==> src/hdl/ttg_pkg.sv <==
// ============================================================================
// Thermal throttle governor package
// Shared widths, reset values, register indexes and beat types.
// ============================================================================
package ttg_pkg;

    // Width of a temperature reading in millidegrees.
    localparam int TEMP_W = 18;
    localparam int OPP_W  = 8;
    localparam int CNT_W  = 8;

    // Configuration data is as wide as the widest register.
    localparam int CFG_W   = (TEMP_W > CNT_W) ? TEMP_W : CNT_W;
    localparam int CFG_IDX_W = 3;

    // Reset values saturate to the largest reading the field can hold.
    localparam longint unsigned TEMP_MAX = (64'd1 << TEMP_W) - 64'd1;
    localparam logic [TEMP_W-1:0] WARM_RST =
        TEMP_W'((80000 > TEMP_MAX) ? TEMP_MAX : 64'd80000);
    localparam logic [TEMP_W-1:0] HOT_RST =
        TEMP_W'((90000 > TEMP_MAX) ? TEMP_MAX : 64'd90000);
    localparam logic [TEMP_W-1:0] CRIT_RST =
        TEMP_W'((100000 > TEMP_MAX) ? TEMP_MAX : 64'd100000);
    localparam logic [TEMP_W-1:0] MARGIN_RST =
        TEMP_W'((5000 > TEMP_MAX) ? TEMP_MAX : 64'd5000);
    localparam logic [CNT_W-1:0] DWELL_RST = CNT_W'(5);

    // Configuration register indexes.
    typedef enum logic [CFG_IDX_W-1:0] {
        REG_WARM_LIMIT     = 3'd0,
        REG_HOT_LIMIT      = 3'd1,
        REG_CRITICAL_LIMIT = 3'd2,
        REG_COOL_MARGIN    = 3'd3,
        REG_DWELL_POLLS    = 3'd4,
        REG_SCALING_ENABLE = 3'd5
    } t_cfg_idx;

    // Current configuration as seen by the decision logic.
    typedef struct packed {
        logic [TEMP_W-1:0] warm_limit;
        logic [TEMP_W-1:0] hot_limit;
        logic [TEMP_W-1:0] critical_limit;
        logic [TEMP_W-1:0] cool_margin;
        logic [CNT_W-1:0]  dwell_polls;
        logic              scaling_enable;
    } t_cfg;

    // One sensor beat.
    typedef struct packed {
        logic [TEMP_W-1:0] sensor_temp;
        logic              reading_ok;
        logic              last_sensor;
        logic [OPP_W-1:0]  current_opp;
    } t_item;

    // One decision beat.
    typedef struct packed {
        logic             shutdown_request;
        logic             opp_write;
        logic [OPP_W-1:0] opp_value;
        logic             throttled;
    } t_result;

endpackage

==> src/hdl/ttg_in_if.sv <==
// ============================================================================
// Sensor channel interface
// Valid/ready channel carrying one sensor reading per beat.
// ============================================================================
interface ttg_in_if;
    import ttg_pkg::*;

    logic              valid;
    logic              ready;
    logic [TEMP_W-1:0] sensor_temp;
    logic              reading_ok;
    logic              last_sensor;
    logic [OPP_W-1:0]  current_opp;

    modport source (
        output valid, sensor_temp, reading_ok, last_sensor, current_opp,
        input  ready
    );
    modport sink (
        input  valid, sensor_temp, reading_ok, last_sensor, current_opp,
        output ready
    );
endinterface

==> src/hdl/ttg_out_if.sv <==
// ============================================================================
// Decision channel interface
// Valid/ready channel carrying one governor decision per beat.
// ============================================================================
interface ttg_out_if;
    import ttg_pkg::*;

    logic             valid;
    logic             ready;
    logic             shutdown_request;
    logic             opp_write;
    logic [OPP_W-1:0] opp_value;
    logic             throttled;

    modport source (
        output valid, shutdown_request, opp_write, opp_value, throttled,
        input  ready
    );
    modport sink (
        input  valid, shutdown_request, opp_write, opp_value, throttled,
        output ready
    );
endinterface

==> src/hdl/ttg_cfg.sv <==
// ============================================================================
// Governor configuration registers
// Holds thresholds, dwell count and scaling enable; written by index.
// ============================================================================
module ttg_cfg (
    input  logic                           i_clk,
    input  logic                           i_rst_n,
    input  logic                           i_cfg_we,
    input  logic [ttg_pkg::CFG_IDX_W-1:0]  i_cfg_idx,
    input  logic [ttg_pkg::CFG_W-1:0]      i_cfg_data,
    output ttg_pkg::t_cfg                  o_cfg
);
    import ttg_pkg::*;

    t_cfg r_cfg;

    // Register file; writes beyond the list are dropped.
    always_ff @(posedge i_clk) begin
        if (!i_rst_n) begin
            r_cfg.warm_limit     <= WARM_RST;
            r_cfg.hot_limit      <= HOT_RST;
            r_cfg.critical_limit <= CRIT_RST;
            r_cfg.cool_margin    <= MARGIN_RST;
            r_cfg.dwell_polls    <= DWELL_RST;
            r_cfg.scaling_enable <= 1'b1;
        end else if (i_cfg_we) begin
            unique case (t_cfg_idx'(i_cfg_idx))
                REG_WARM_LIMIT:     r_cfg.warm_limit     <= i_cfg_data[TEMP_W-1:0];
                REG_HOT_LIMIT:      r_cfg.hot_limit      <= i_cfg_data[TEMP_W-1:0];
                REG_CRITICAL_LIMIT: r_cfg.critical_limit <= i_cfg_data[TEMP_W-1:0];
                REG_COOL_MARGIN:    r_cfg.cool_margin    <= i_cfg_data[TEMP_W-1:0];
                REG_DWELL_POLLS:    r_cfg.dwell_polls    <= i_cfg_data[CNT_W-1:0];
                REG_SCALING_ENABLE: r_cfg.scaling_enable <= i_cfg_data[0];
                default: ;
            endcase
        end
    end

    assign o_cfg = r_cfg;

endmodule

==> src/hdl/ttg_core.sv <==
// ============================================================================
// Governor decision core
// Tracks the hottest reading of a poll and applies the throttle rules.
// ============================================================================
module ttg_core (
    input  logic             i_clk,
    input  logic             i_rst_n,
    input  logic             i_fire,
    input  ttg_pkg::t_item   i_item,
    input  ttg_pkg::t_cfg    i_cfg,
    output ttg_pkg::t_result o_result
);
    import ttg_pkg::*;

    logic [TEMP_W-1:0] r_hottest, n_hottest;
    logic [OPP_W-1:0]  r_captured, n_captured;
    logic [OPP_W-1:0]  r_steps, n_steps;
    logic [CNT_W-1:0]  r_warm_cnt, n_warm_cnt;
    logic [CNT_W-1:0]  r_cool_cnt, n_cool_cnt;

    logic [TEMP_W-1:0] hot_now;
    logic [TEMP_W:0]   cool_sum;
    logic [OPP_W-1:0]  cap_try;
    logic              up_blocked;
    logic              try_up;
    logic              up_full;
    logic [CNT_W-1:0]  warm_inc;
    logic [CNT_W-1:0]  cool_inc;
    logic              write;

    // Hottest valid reading including this beat.
    assign hot_now = (i_item.reading_ok && (i_item.sensor_temp > r_hottest))
                     ? i_item.sensor_temp : r_hottest;
    assign cool_sum = {1'b0, hot_now} + {1'b0, i_cfg.cool_margin};
    assign warm_inc = r_warm_cnt + CNT_W'(1);
    assign cool_inc = r_cool_cnt + CNT_W'(1);

    // The operating point is captured on a step up from an unthrottled state.
    assign cap_try    = ((r_steps == '0) && i_cfg.scaling_enable)
                        ? i_item.current_opp : r_captured;
    assign up_blocked = (r_steps == cap_try) || (cap_try == '0);

    // Hottest tracking within a poll, rule evaluation at the end of a poll.
    always_comb begin
        n_hottest  = r_hottest;
        n_captured = r_captured;
        n_steps    = r_steps;
        n_warm_cnt = r_warm_cnt;
        n_cool_cnt = r_cool_cnt;
        try_up     = 1'b0;
        up_full    = 1'b0;
        write      = 1'b0;
        o_result   = '0;

        if (!i_item.last_sensor) begin
            n_hottest = hot_now;
        end else begin
            n_hottest = '0;
            priority if (hot_now >= i_cfg.critical_limit) begin
                o_result.shutdown_request = 1'b1;
            end else if (hot_now >= i_cfg.hot_limit) begin
                try_up  = 1'b1;
                up_full = 1'b1;
            end else if (hot_now >= i_cfg.warm_limit) begin
                n_warm_cnt = warm_inc;
                try_up     = (warm_inc >= i_cfg.dwell_polls);
            end else if (cool_sum < {1'b0, i_cfg.warm_limit}) begin
                n_cool_cnt = cool_inc;
                if ((cool_inc >= i_cfg.dwell_polls) && (r_steps != '0)
                        && (r_captured != '0)) begin
                    n_steps    = r_steps - OPP_W'(1);
                    n_warm_cnt = '0;
                    n_cool_cnt = '0;
                    write      = i_cfg.scaling_enable;
                end
            end else begin
                // Between the cool and warm bands nothing changes.
            end

            // Step up, shared by the hot and warm rules.
            if (try_up) begin
                n_captured = cap_try;
                if (!up_blocked) begin
                    n_steps    = up_full ? cap_try : (r_steps + OPP_W'(1));
                    n_warm_cnt = '0;
                    n_cool_cnt = '0;
                    write      = i_cfg.scaling_enable;
                end
            end

            o_result.opp_write = write;
            o_result.opp_value = write ? (n_captured - n_steps) : '0;
            o_result.throttled = (n_steps != '0);
        end
    end

    // Governor state advances once per processed beat.
    always_ff @(posedge i_clk) begin
        if (!i_rst_n) begin
            r_hottest  <= '0;
            r_captured <= '0;
            r_steps    <= '0;
            r_warm_cnt <= '0;
            r_cool_cnt <= '0;
        end else if (i_fire) begin
            r_hottest  <= n_hottest;
            r_captured <= n_captured;
            r_steps    <= n_steps;
            r_warm_cnt <= n_warm_cnt;
            r_cool_cnt <= n_cool_cnt;
        end
    end

    // The throttle level never exceeds the captured operating point.
    a_steps_bounded: assert property (@(posedge i_clk) disable iff (!i_rst_n)
        r_steps <= r_captured)
        else $error("throttle level above captured operating point");

    // A shutdown decision leaves the throttle level and counters alone.
    a_shutdown_holds: assert property (@(posedge i_clk) disable iff (!i_rst_n)
        (i_fire && i_item.last_sensor && (hot_now >= i_cfg.critical_limit))
        |=> ($stable(r_steps) && $stable(r_warm_cnt) && $stable(r_cool_cnt)))
        else $error("shutdown changed throttle state");

    // The hottest reading is cleared after every closed poll.
    a_poll_clears: assert property (@(posedge i_clk) disable iff (!i_rst_n)
        (i_fire && i_item.last_sensor) |=> (r_hottest == '0))
        else $error("hottest reading not cleared at end of poll");

endmodule

==> src/hdl/thermal_throttle_governor_unit.sv <==
// An accepted last-of-poll beat passes the input register, the decision core
// and the result register before it leaves as its decision beat. Throughput:
// one sensor beat per cycle while no closing beat waits on a stalled result.
// Reset (synchronous, active low) clears the governor state and both stage
// valids, and loads the configuration registers with their default values.
// ============================================================================
// Thermal throttle governor top level
// Input stage, decision core and result register with valid/ready channels.
// ============================================================================
module thermal_throttle_governor_unit (
    input  logic                           i_clk,
    input  logic                           i_rst_n,
    input  logic                           i_cfg_we,
    input  logic [ttg_pkg::CFG_IDX_W-1:0]  i_cfg_idx,
    input  logic [ttg_pkg::CFG_W-1:0]      i_cfg_data,
    ttg_in_if.sink                         i_item,
    ttg_out_if.source                      o_result
);
    import ttg_pkg::*;

    t_cfg    cfg;
    t_item   r_in_q;
    logic    r_in_valid;
    t_result core_result;
    t_result r_out_q;
    logic    r_out_valid;
    logic    in_accept;
    logic    stage_fire;

    ttg_cfg u_cfg (
        .i_clk      (i_clk),
        .i_rst_n    (i_rst_n),
        .i_cfg_we   (i_cfg_we),
        .i_cfg_idx  (i_cfg_idx),
        .i_cfg_data (i_cfg_data),
        .o_cfg      (cfg)
    );

    // A beat without a decision never waits; a closing beat needs a free slot.
    assign stage_fire = r_in_valid
                        && (!r_in_q.last_sensor || !r_out_valid || o_result.ready);
    assign i_item.ready = !r_in_valid || stage_fire;
    assign in_accept    = i_item.valid && i_item.ready;

    // Input register.
    always_ff @(posedge i_clk) begin
        if (!i_rst_n) begin
            r_in_valid <= 1'b0;
        end else if (in_accept) begin
            r_in_valid <= 1'b1;
        end else if (stage_fire) begin
            r_in_valid <= 1'b0;
        end
    end

    always_ff @(posedge i_clk) begin
        if (in_accept) begin
            r_in_q.sensor_temp <= i_item.sensor_temp;
            r_in_q.reading_ok  <= i_item.reading_ok;
            r_in_q.last_sensor <= i_item.last_sensor;
            r_in_q.current_opp <= i_item.current_opp;
        end
    end

    ttg_core u_core (
        .i_clk    (i_clk),
        .i_rst_n  (i_rst_n),
        .i_fire   (stage_fire),
        .i_item   (r_in_q),
        .i_cfg    (cfg),
        .o_result (core_result)
    );

    // Result register.
    always_ff @(posedge i_clk) begin
        if (!i_rst_n) begin
            r_out_valid <= 1'b0;
        end else if (stage_fire && r_in_q.last_sensor) begin
            r_out_valid <= 1'b1;
        end else if (o_result.ready) begin
            r_out_valid <= 1'b0;
        end
    end

    always_ff @(posedge i_clk) begin
        if (stage_fire && r_in_q.last_sensor) begin
            r_out_q <= core_result;
        end
    end

    assign o_result.valid            = r_out_valid;
    assign o_result.shutdown_request = r_out_q.shutdown_request;
    assign o_result.opp_write        = r_out_q.opp_write;
    assign o_result.opp_value        = r_out_q.opp_value;
    assign o_result.throttled        = r_out_q.throttled;

    // A new decision beat only follows a processed last-of-poll beat.
    a_result_source: assert property (@(posedge i_clk) disable iff (!i_rst_n)
        $rose(r_out_valid) |-> $past(stage_fire && r_in_q.last_sensor))
        else $error("decision beat without a closing sensor beat");

    // A closing beat stays in the input stage while the result is stalled.
    a_close_waits: assert property (@(posedge i_clk) disable iff (!i_rst_n)
        (r_in_valid && r_in_q.last_sensor && r_out_valid && !o_result.ready)
        |=> r_in_valid)
        else $error("closing beat dropped while result stalled");

    // A stalled decision beat is never overwritten by a new one.
    a_no_overwrite: assert property (@(posedge i_clk) disable iff (!i_rst_n)
        (r_out_valid && !o_result.ready) |-> !(stage_fire && r_in_q.last_sensor))
        else $error("decision overwritten while stalled");

endmodule
==> src/flat_wrapper.sv <==
// flat-port wrapper written by rule: the top's interface ports become plain ports
module thermal_throttle_governor_unit_flat import ttg_pkg::*;
  (i_clk, i_rst_n, i_cfg_we, i_cfg_idx, i_cfg_data, i_item_valid, i_item_sensor_temp, i_item_reading_ok, i_item_last_sensor, i_item_current_opp, i_item_ready, o_result_valid, o_result_shutdown_request, o_result_opp_write, o_result_opp_value, o_result_throttled, o_result_ready);
  ttg_in_if i_item_i ();
  ttg_out_if o_result_i ();
  input  logic i_clk;
  input  logic i_rst_n;
  input  logic i_cfg_we;
  input  logic [ttg_pkg::CFG_IDX_W-1:0] i_cfg_idx;
  input  logic [ttg_pkg::CFG_W-1:0] i_cfg_data;
  input wire logic [$bits(i_item_i.valid)-1:0] i_item_valid;
  input wire logic [$bits(i_item_i.sensor_temp)-1:0] i_item_sensor_temp;
  input wire logic [$bits(i_item_i.reading_ok)-1:0] i_item_reading_ok;
  input wire logic [$bits(i_item_i.last_sensor)-1:0] i_item_last_sensor;
  input wire logic [$bits(i_item_i.current_opp)-1:0] i_item_current_opp;
  output wire logic [$bits(i_item_i.ready)-1:0] i_item_ready;
  output wire logic [$bits(o_result_i.valid)-1:0] o_result_valid;
  output wire logic [$bits(o_result_i.shutdown_request)-1:0] o_result_shutdown_request;
  output wire logic [$bits(o_result_i.opp_write)-1:0] o_result_opp_write;
  output wire logic [$bits(o_result_i.opp_value)-1:0] o_result_opp_value;
  output wire logic [$bits(o_result_i.throttled)-1:0] o_result_throttled;
  input wire logic [$bits(o_result_i.ready)-1:0] o_result_ready;
  assign i_item_i.valid = i_item_valid;
  assign i_item_i.sensor_temp = i_item_sensor_temp;
  assign i_item_i.reading_ok = i_item_reading_ok;
  assign i_item_i.last_sensor = i_item_last_sensor;
  assign i_item_i.current_opp = i_item_current_opp;
  assign i_item_ready = i_item_i.ready;
  assign o_result_valid = o_result_i.valid;
  assign o_result_shutdown_request = o_result_i.shutdown_request;
  assign o_result_opp_write = o_result_i.opp_write;
  assign o_result_opp_value = o_result_i.opp_value;
  assign o_result_throttled = o_result_i.throttled;
  assign o_result_i.ready = o_result_ready;
  thermal_throttle_governor_unit u_core (.i_clk(i_clk), .i_rst_n(i_rst_n), .i_cfg_we(i_cfg_we), .i_cfg_idx(i_cfg_idx), .i_cfg_data(i_cfg_data), .i_item(i_item_i), .o_result(o_result_i));
endmodule
==> config.mk <==
export PLATFORM = sky130hd
export DESIGN_NAME = thermal_throttle_governor_unit_flat
export DESIGN_NICKNAME = d
export VERILOG_FILES = /design/src/hdl/ttg_pkg.sv /design/src/hdl/ttg_in_if.sv /design/src/hdl/ttg_out_if.sv /design/src/hdl/ttg_cfg.sv /design/src/hdl/ttg_core.sv /design/src/hdl/thermal_throttle_governor_unit.sv /design/src/flat_wrapper.sv
export SDC_FILE = /design/constraint.sdc
export NUM_CORES = 1
export LEC_CHECK = 0
export BUFFER_PORTS_ARGS = -buffer_cell sky130_fd_sc_hd__buf_4
export CORE_MARGIN = 2
export CORE_UTILIZATION = 30
export DETAILED_ROUTE_END_ITERATION = 10
export GPL_TIMING_DRIVEN = 0
export PLACE_DENSITY = 0.49
export SYNTH_ARGS = -nofsm -noshare
export SYNTH_HDL_FRONTEND = slang
export SYNTH_HIERARCHICAL = 1
export SYNTH_SLANG_ARGS = --single-unit
==> constraint.sdc <==
create_clock -name i_clk -period 8.1 [get_ports i_clk]
set_input_delay 0.405 -clock i_clk [delete_from_list [all_inputs] [get_ports i_clk]]
set_output_delay 0.405 -clock i_clk [all_outputs]
set_load 0.005 [all_outputs]
==> metrics.md <==
| Metric | Value |
|---|---|
| Final core occ | `37.0%` |
| Clk_lat worst skew | `0.45 ns` |
| Mapped Nets | `1445` |
| Mux contribution to synthesized area | `10.5%` |
| Rel. slew slack | `29.8%` |
| Top-area cell type share of the netlist area | `23.1%` |
| RSZ-0062 raised after global routing | `true` |
| Seq/Total Area, Yosys | `33.3%` |
| Comb pwr share | `23.2%` |
| Area delta synth->final | `21.4%` |
| Worst endpoint required time | `8.29 ns` |
| Initial antenna violation count | `0` |
| Setup WS post-layout | `-0.175 ns` |
| Crit Path Max Fanout | `7` |
| Total power draw | `2.32 mW` |
| # diodes | `0` |
| Net switching power | `0.703 mW` |
| R2R cell count | `44` |
| Synth cell types | `86` |
| Hold WC Path Type | `in2reg` |
| WP data arrival | `8.46 ns` |
| Synthesized area | `0.0115 mm^2` |
| Peak Freq | `0.121 GHz` |
| I/O Pins | `67` |
| Mapped Cells | `1250` |
| ANT nets after route | `0` |
| Wire length per cell | `18.1 um` |
| Worst-Margin Slew | `1.04 ns` |
| Status | `complete, but fails checks` |
| Hold depth | `1` |
| Most instantiated cells after synthesis | `139 x ha_1, 133 x dfxtp_1, 132 x nand2_1, 107 x inv_1, 91 x mux2i_1` |
| Adder-Cell Fraction of Synth Area | `15.4%` |
| Die Y | `200 um` |
| First-pass GRT wire length | `53300 um` |
| Worst Hold Launch | `i_item_sensor_temp[1]` |
| LEAKAGE | `6.02 nW` |
| Syn. warnings | `6` |
| Initial DRC count | `492` |
| Crit path to | `u_core/o_result.opp_value[7]` |
| Worst R2R End | `u_core/o_result.opp_value[7]` |
| Post-CTS Hold Fix Bufs | `0` |
| Most frequent cell after synthesis | `ha_1` |
| Initial core utilization | `30.5%` |
| Critical path's most frequent cell | `o21a_1` |
| Clock Skews | `0.0137 ns` |
| GR Overflow Total | `0` |
| Via count | `9370` |
| Top post-synthesis cells by area | `dfxtp_1 23%, ha_1 15%, edfxtp_1 10%` |
| Setup violations, final | `1` |
| Compound-Gate Fraction of Synth Area | `14.6%` |
| P_int | `1.62 mW` |
| Largest net degree at the start of global routing | `29` |
| Core box area | `0.0378 mm^2` |
| Cell Pwr Density | `166 mW/mm^2` |
| Inserted Clock Buffers | `17` |
| Die width | `200 um` |
| Final nets | `1558` |
| HPWL after DPL | `26100 um` |
| R2R Setup Slk | `-0.17 ns` |
| Share of cells above drive strength 1 | `19.2%` |
| Worst setup path start | `u_core/u_core/r_hottest[1]` |
| CTS sink count | `172` |
| RePlAce Congestion | `0.873` |
| Clk network pwr share | `36.9%` |
| Fin Hold WS | `0.127 ns` |
| Crit-path max cell delay | `0.37 ns` |
| Vias in the first global route | `9143` |
| Slew Viols, Final | `0` |
| Min cycle time layout | `8.27 ns` |
| Largest family of logic cells by synthesized area | `simple AND/OR/NAND/NOR gates` |
| Flop and latch count out of synthesis | `172` |
| EDFF count, synth | `39` |
| Final wirelength | `34200 um` |
| Post-synthesis simple-gate area fraction | `17.6%` |
| DRC Markers | `0` |
| Sw Share | `30.3%` |
| Reg-to-Reg Start | `u_core/u_core/r_hottest[1]` |
| Setup WS pre-CTS | `-1.81 ns` |
| Dominant synthesized flop cell | `dfxtp_1` |
| Die area | `0.0400 mm^2` |
| Worst vdd ir | `0.140 mV` |
| Post-synth ARST share | `0%` |
| Leading area contributor after synthesis | `dfxtp_1` |
| TritonRoute pass-1 iters | `5` |
| Final Hold Viols | `0` |
| PortBufs | `63` |
| CP Class | `reg2reg` |
| TritonCTS clock tree | `built` |
| Failing checks | `setup timing` |
| Vias per std cell | `4.97` |
| Share of power burned in registers | `39.9%` |
| H-tree levels | `4` |
| Synth Area in XOR/XNOR | `2.74%` |
| Setup TNS Final | `-0.175 ns` |
| Clk slew on worst S/H paths | `0.07 ns` |
| Avg Synthesized Cell Area | `9.22 um^2` |
| GRT Total Usage | `17.8%` |
| Site Rows | `71` |
| Slowest CP cell | `dfxtp_1` |
| CTS root buf | `clkbuf_16` |
| Total of max-cap violations | `0` |
| Critical Path End Type | `flop` |
| Critical path launch point type | `flop` |
| CTS max path bufs | `2` |
| Period Utilization, post-route | `102%` |
[critical path: cells and delay by family (launching register included)]
family | cells | cell delay [ns]
multiplexers | 1 | 0.35
buffers and inverters | 6 | 0.85
XOR/XNOR | 2 | 0.26
flip-flops | 1 | 0.37
adder cells (fa/ha/maj) | 4 | 1.02
AND/OR/NAND/NOR | 7 | 1.04
AO/OA/AOI/OAI | 24 | 4.09
[metal layers]
metal	wire length (um)	vias up	part of all wire, %	track usage [%]
met2	14700	169	43	26.4
met4	495	0	1.4	5.10
met5	0	-	0	0
met3	1240	25	3.6	2.77
li1	-	4688	-	-
met1	17700	4488	52	26.4
[through the flow]
stage          instances  area (um^2)
6_report            1887        14000
3_5_place_dp        1825        12700
4_1_cts             1882        13800
2_1_floorplan       1250        11500
5_1_grt             1887        14000
3_3_place_gp        1824        12700
[power groups by stage]
stage	clock network (mW)	logic (mW)	registers, mW
finish	0.856	0.539	0.925
global route	0.912	0.594	0.929
CTS	0.879	0.511	0.925
detailed placement	0	0.447	0.944
global placement	0	0.441	0.944
floorplan	0	0.315	0.935
[cells by family after synthesis]
family	after synthesis
mux	118
fa+ha+maj	141
flops	172
compound gates	238
simple gates	390
buf+inv	155
xor+xnor	36
[sequential cells by signal (all words and copies together) (netlist names)]
signal                            count
u_core/o_result.shutdown_request      1
u_core/r_in_valid                     1
u_core/o_result.throttled             1
u_core/u_cfg/o_cfg                   81
u_core/u_core/r_captured              8
u_core/o_result.opp_write             1
u_core/u_core/r_hottest              18
u_core/r_in_q                        28
u_core/u_core/r_warm_cnt              8
u_core/u_core/r_steps                 8
u_core/u_core/r_cool_cnt              8
u_core/o_result.opp_value             8
u_core/o_result.valid                 1
[worst min path at each step]
stage / endpoint / slack, ns
2_1_floorplan: u_core/u_cfg/o_cfg[2] / 0.43
3_3_place_gp: u_core/u_cfg/o_cfg[35] / 0.44
3_5_place_dp: u_core/u_cfg/o_cfg[50] / 0.45
4_1_cts: u_core/r_in_q[11] / 0.10
5_1_grt: u_core/r_in_q[11] / 0.11
6_report: u_core/r_in_q[11] / 0.13
[layout by cell type, fill, tap and decap left out, types with 5 or more instances in the layout]
master	netlist	final
and3_1	12	10
nor4_1	7	5
o21ai_1	2	7
o21ai_0	33	24
clkbuf_1	21	21
ha_1	139	127
mux2_2	27	21
clkbuf_16	0	19
buf_2	11	9
nand2_1	132	131
xnor2_1	22	20
edfxtp_1	39	39
nand3_1	28	27
mux2_4	0	6
inv_1	107	104
a22o_1	19	19
a211o_1	5	5
dfxtp_1	133	133
a211oi_1	14	12
a31oi_1	11	11
nand4_1	17	17
buf_4	6	96
nand2b_1	14	13
a211oi_2	3	5
a21oi_2	0	9
and2_1	11	8
nor2b_1	53	51
mux2i_1	91	91
nor3_1	16	14
a22oi_1	9	9
buf_6	7	12
o21a_1	13	13
xor2_1	14	14
a21o_1	20	20
nor2_1	65	64
a21oi_1	60	49
ha_4	0	10
[cell type report]
class | count | area, um^2
Fill cell | 3875 | 23800
Multi-Input combinational cell | 923 | 7490
Sequential cell | 172 | 3830
Timing Repair Buffer | 94 | 721
Tap cell | 511 | 639
Clock buffer | 20 | 479
Inverter | 109 | 409
Buffer | 46 | 288
Clock inverter | 12 | 123
[what timing repair did]
item,4_1_cts,5_1_grt
setup buffers,28,8
pin swaps,45,30
gates cloned,0,0
endpoints found under the setup margin,21,8
resized for setup,70,31
Power figures use the tool's default switching activity.
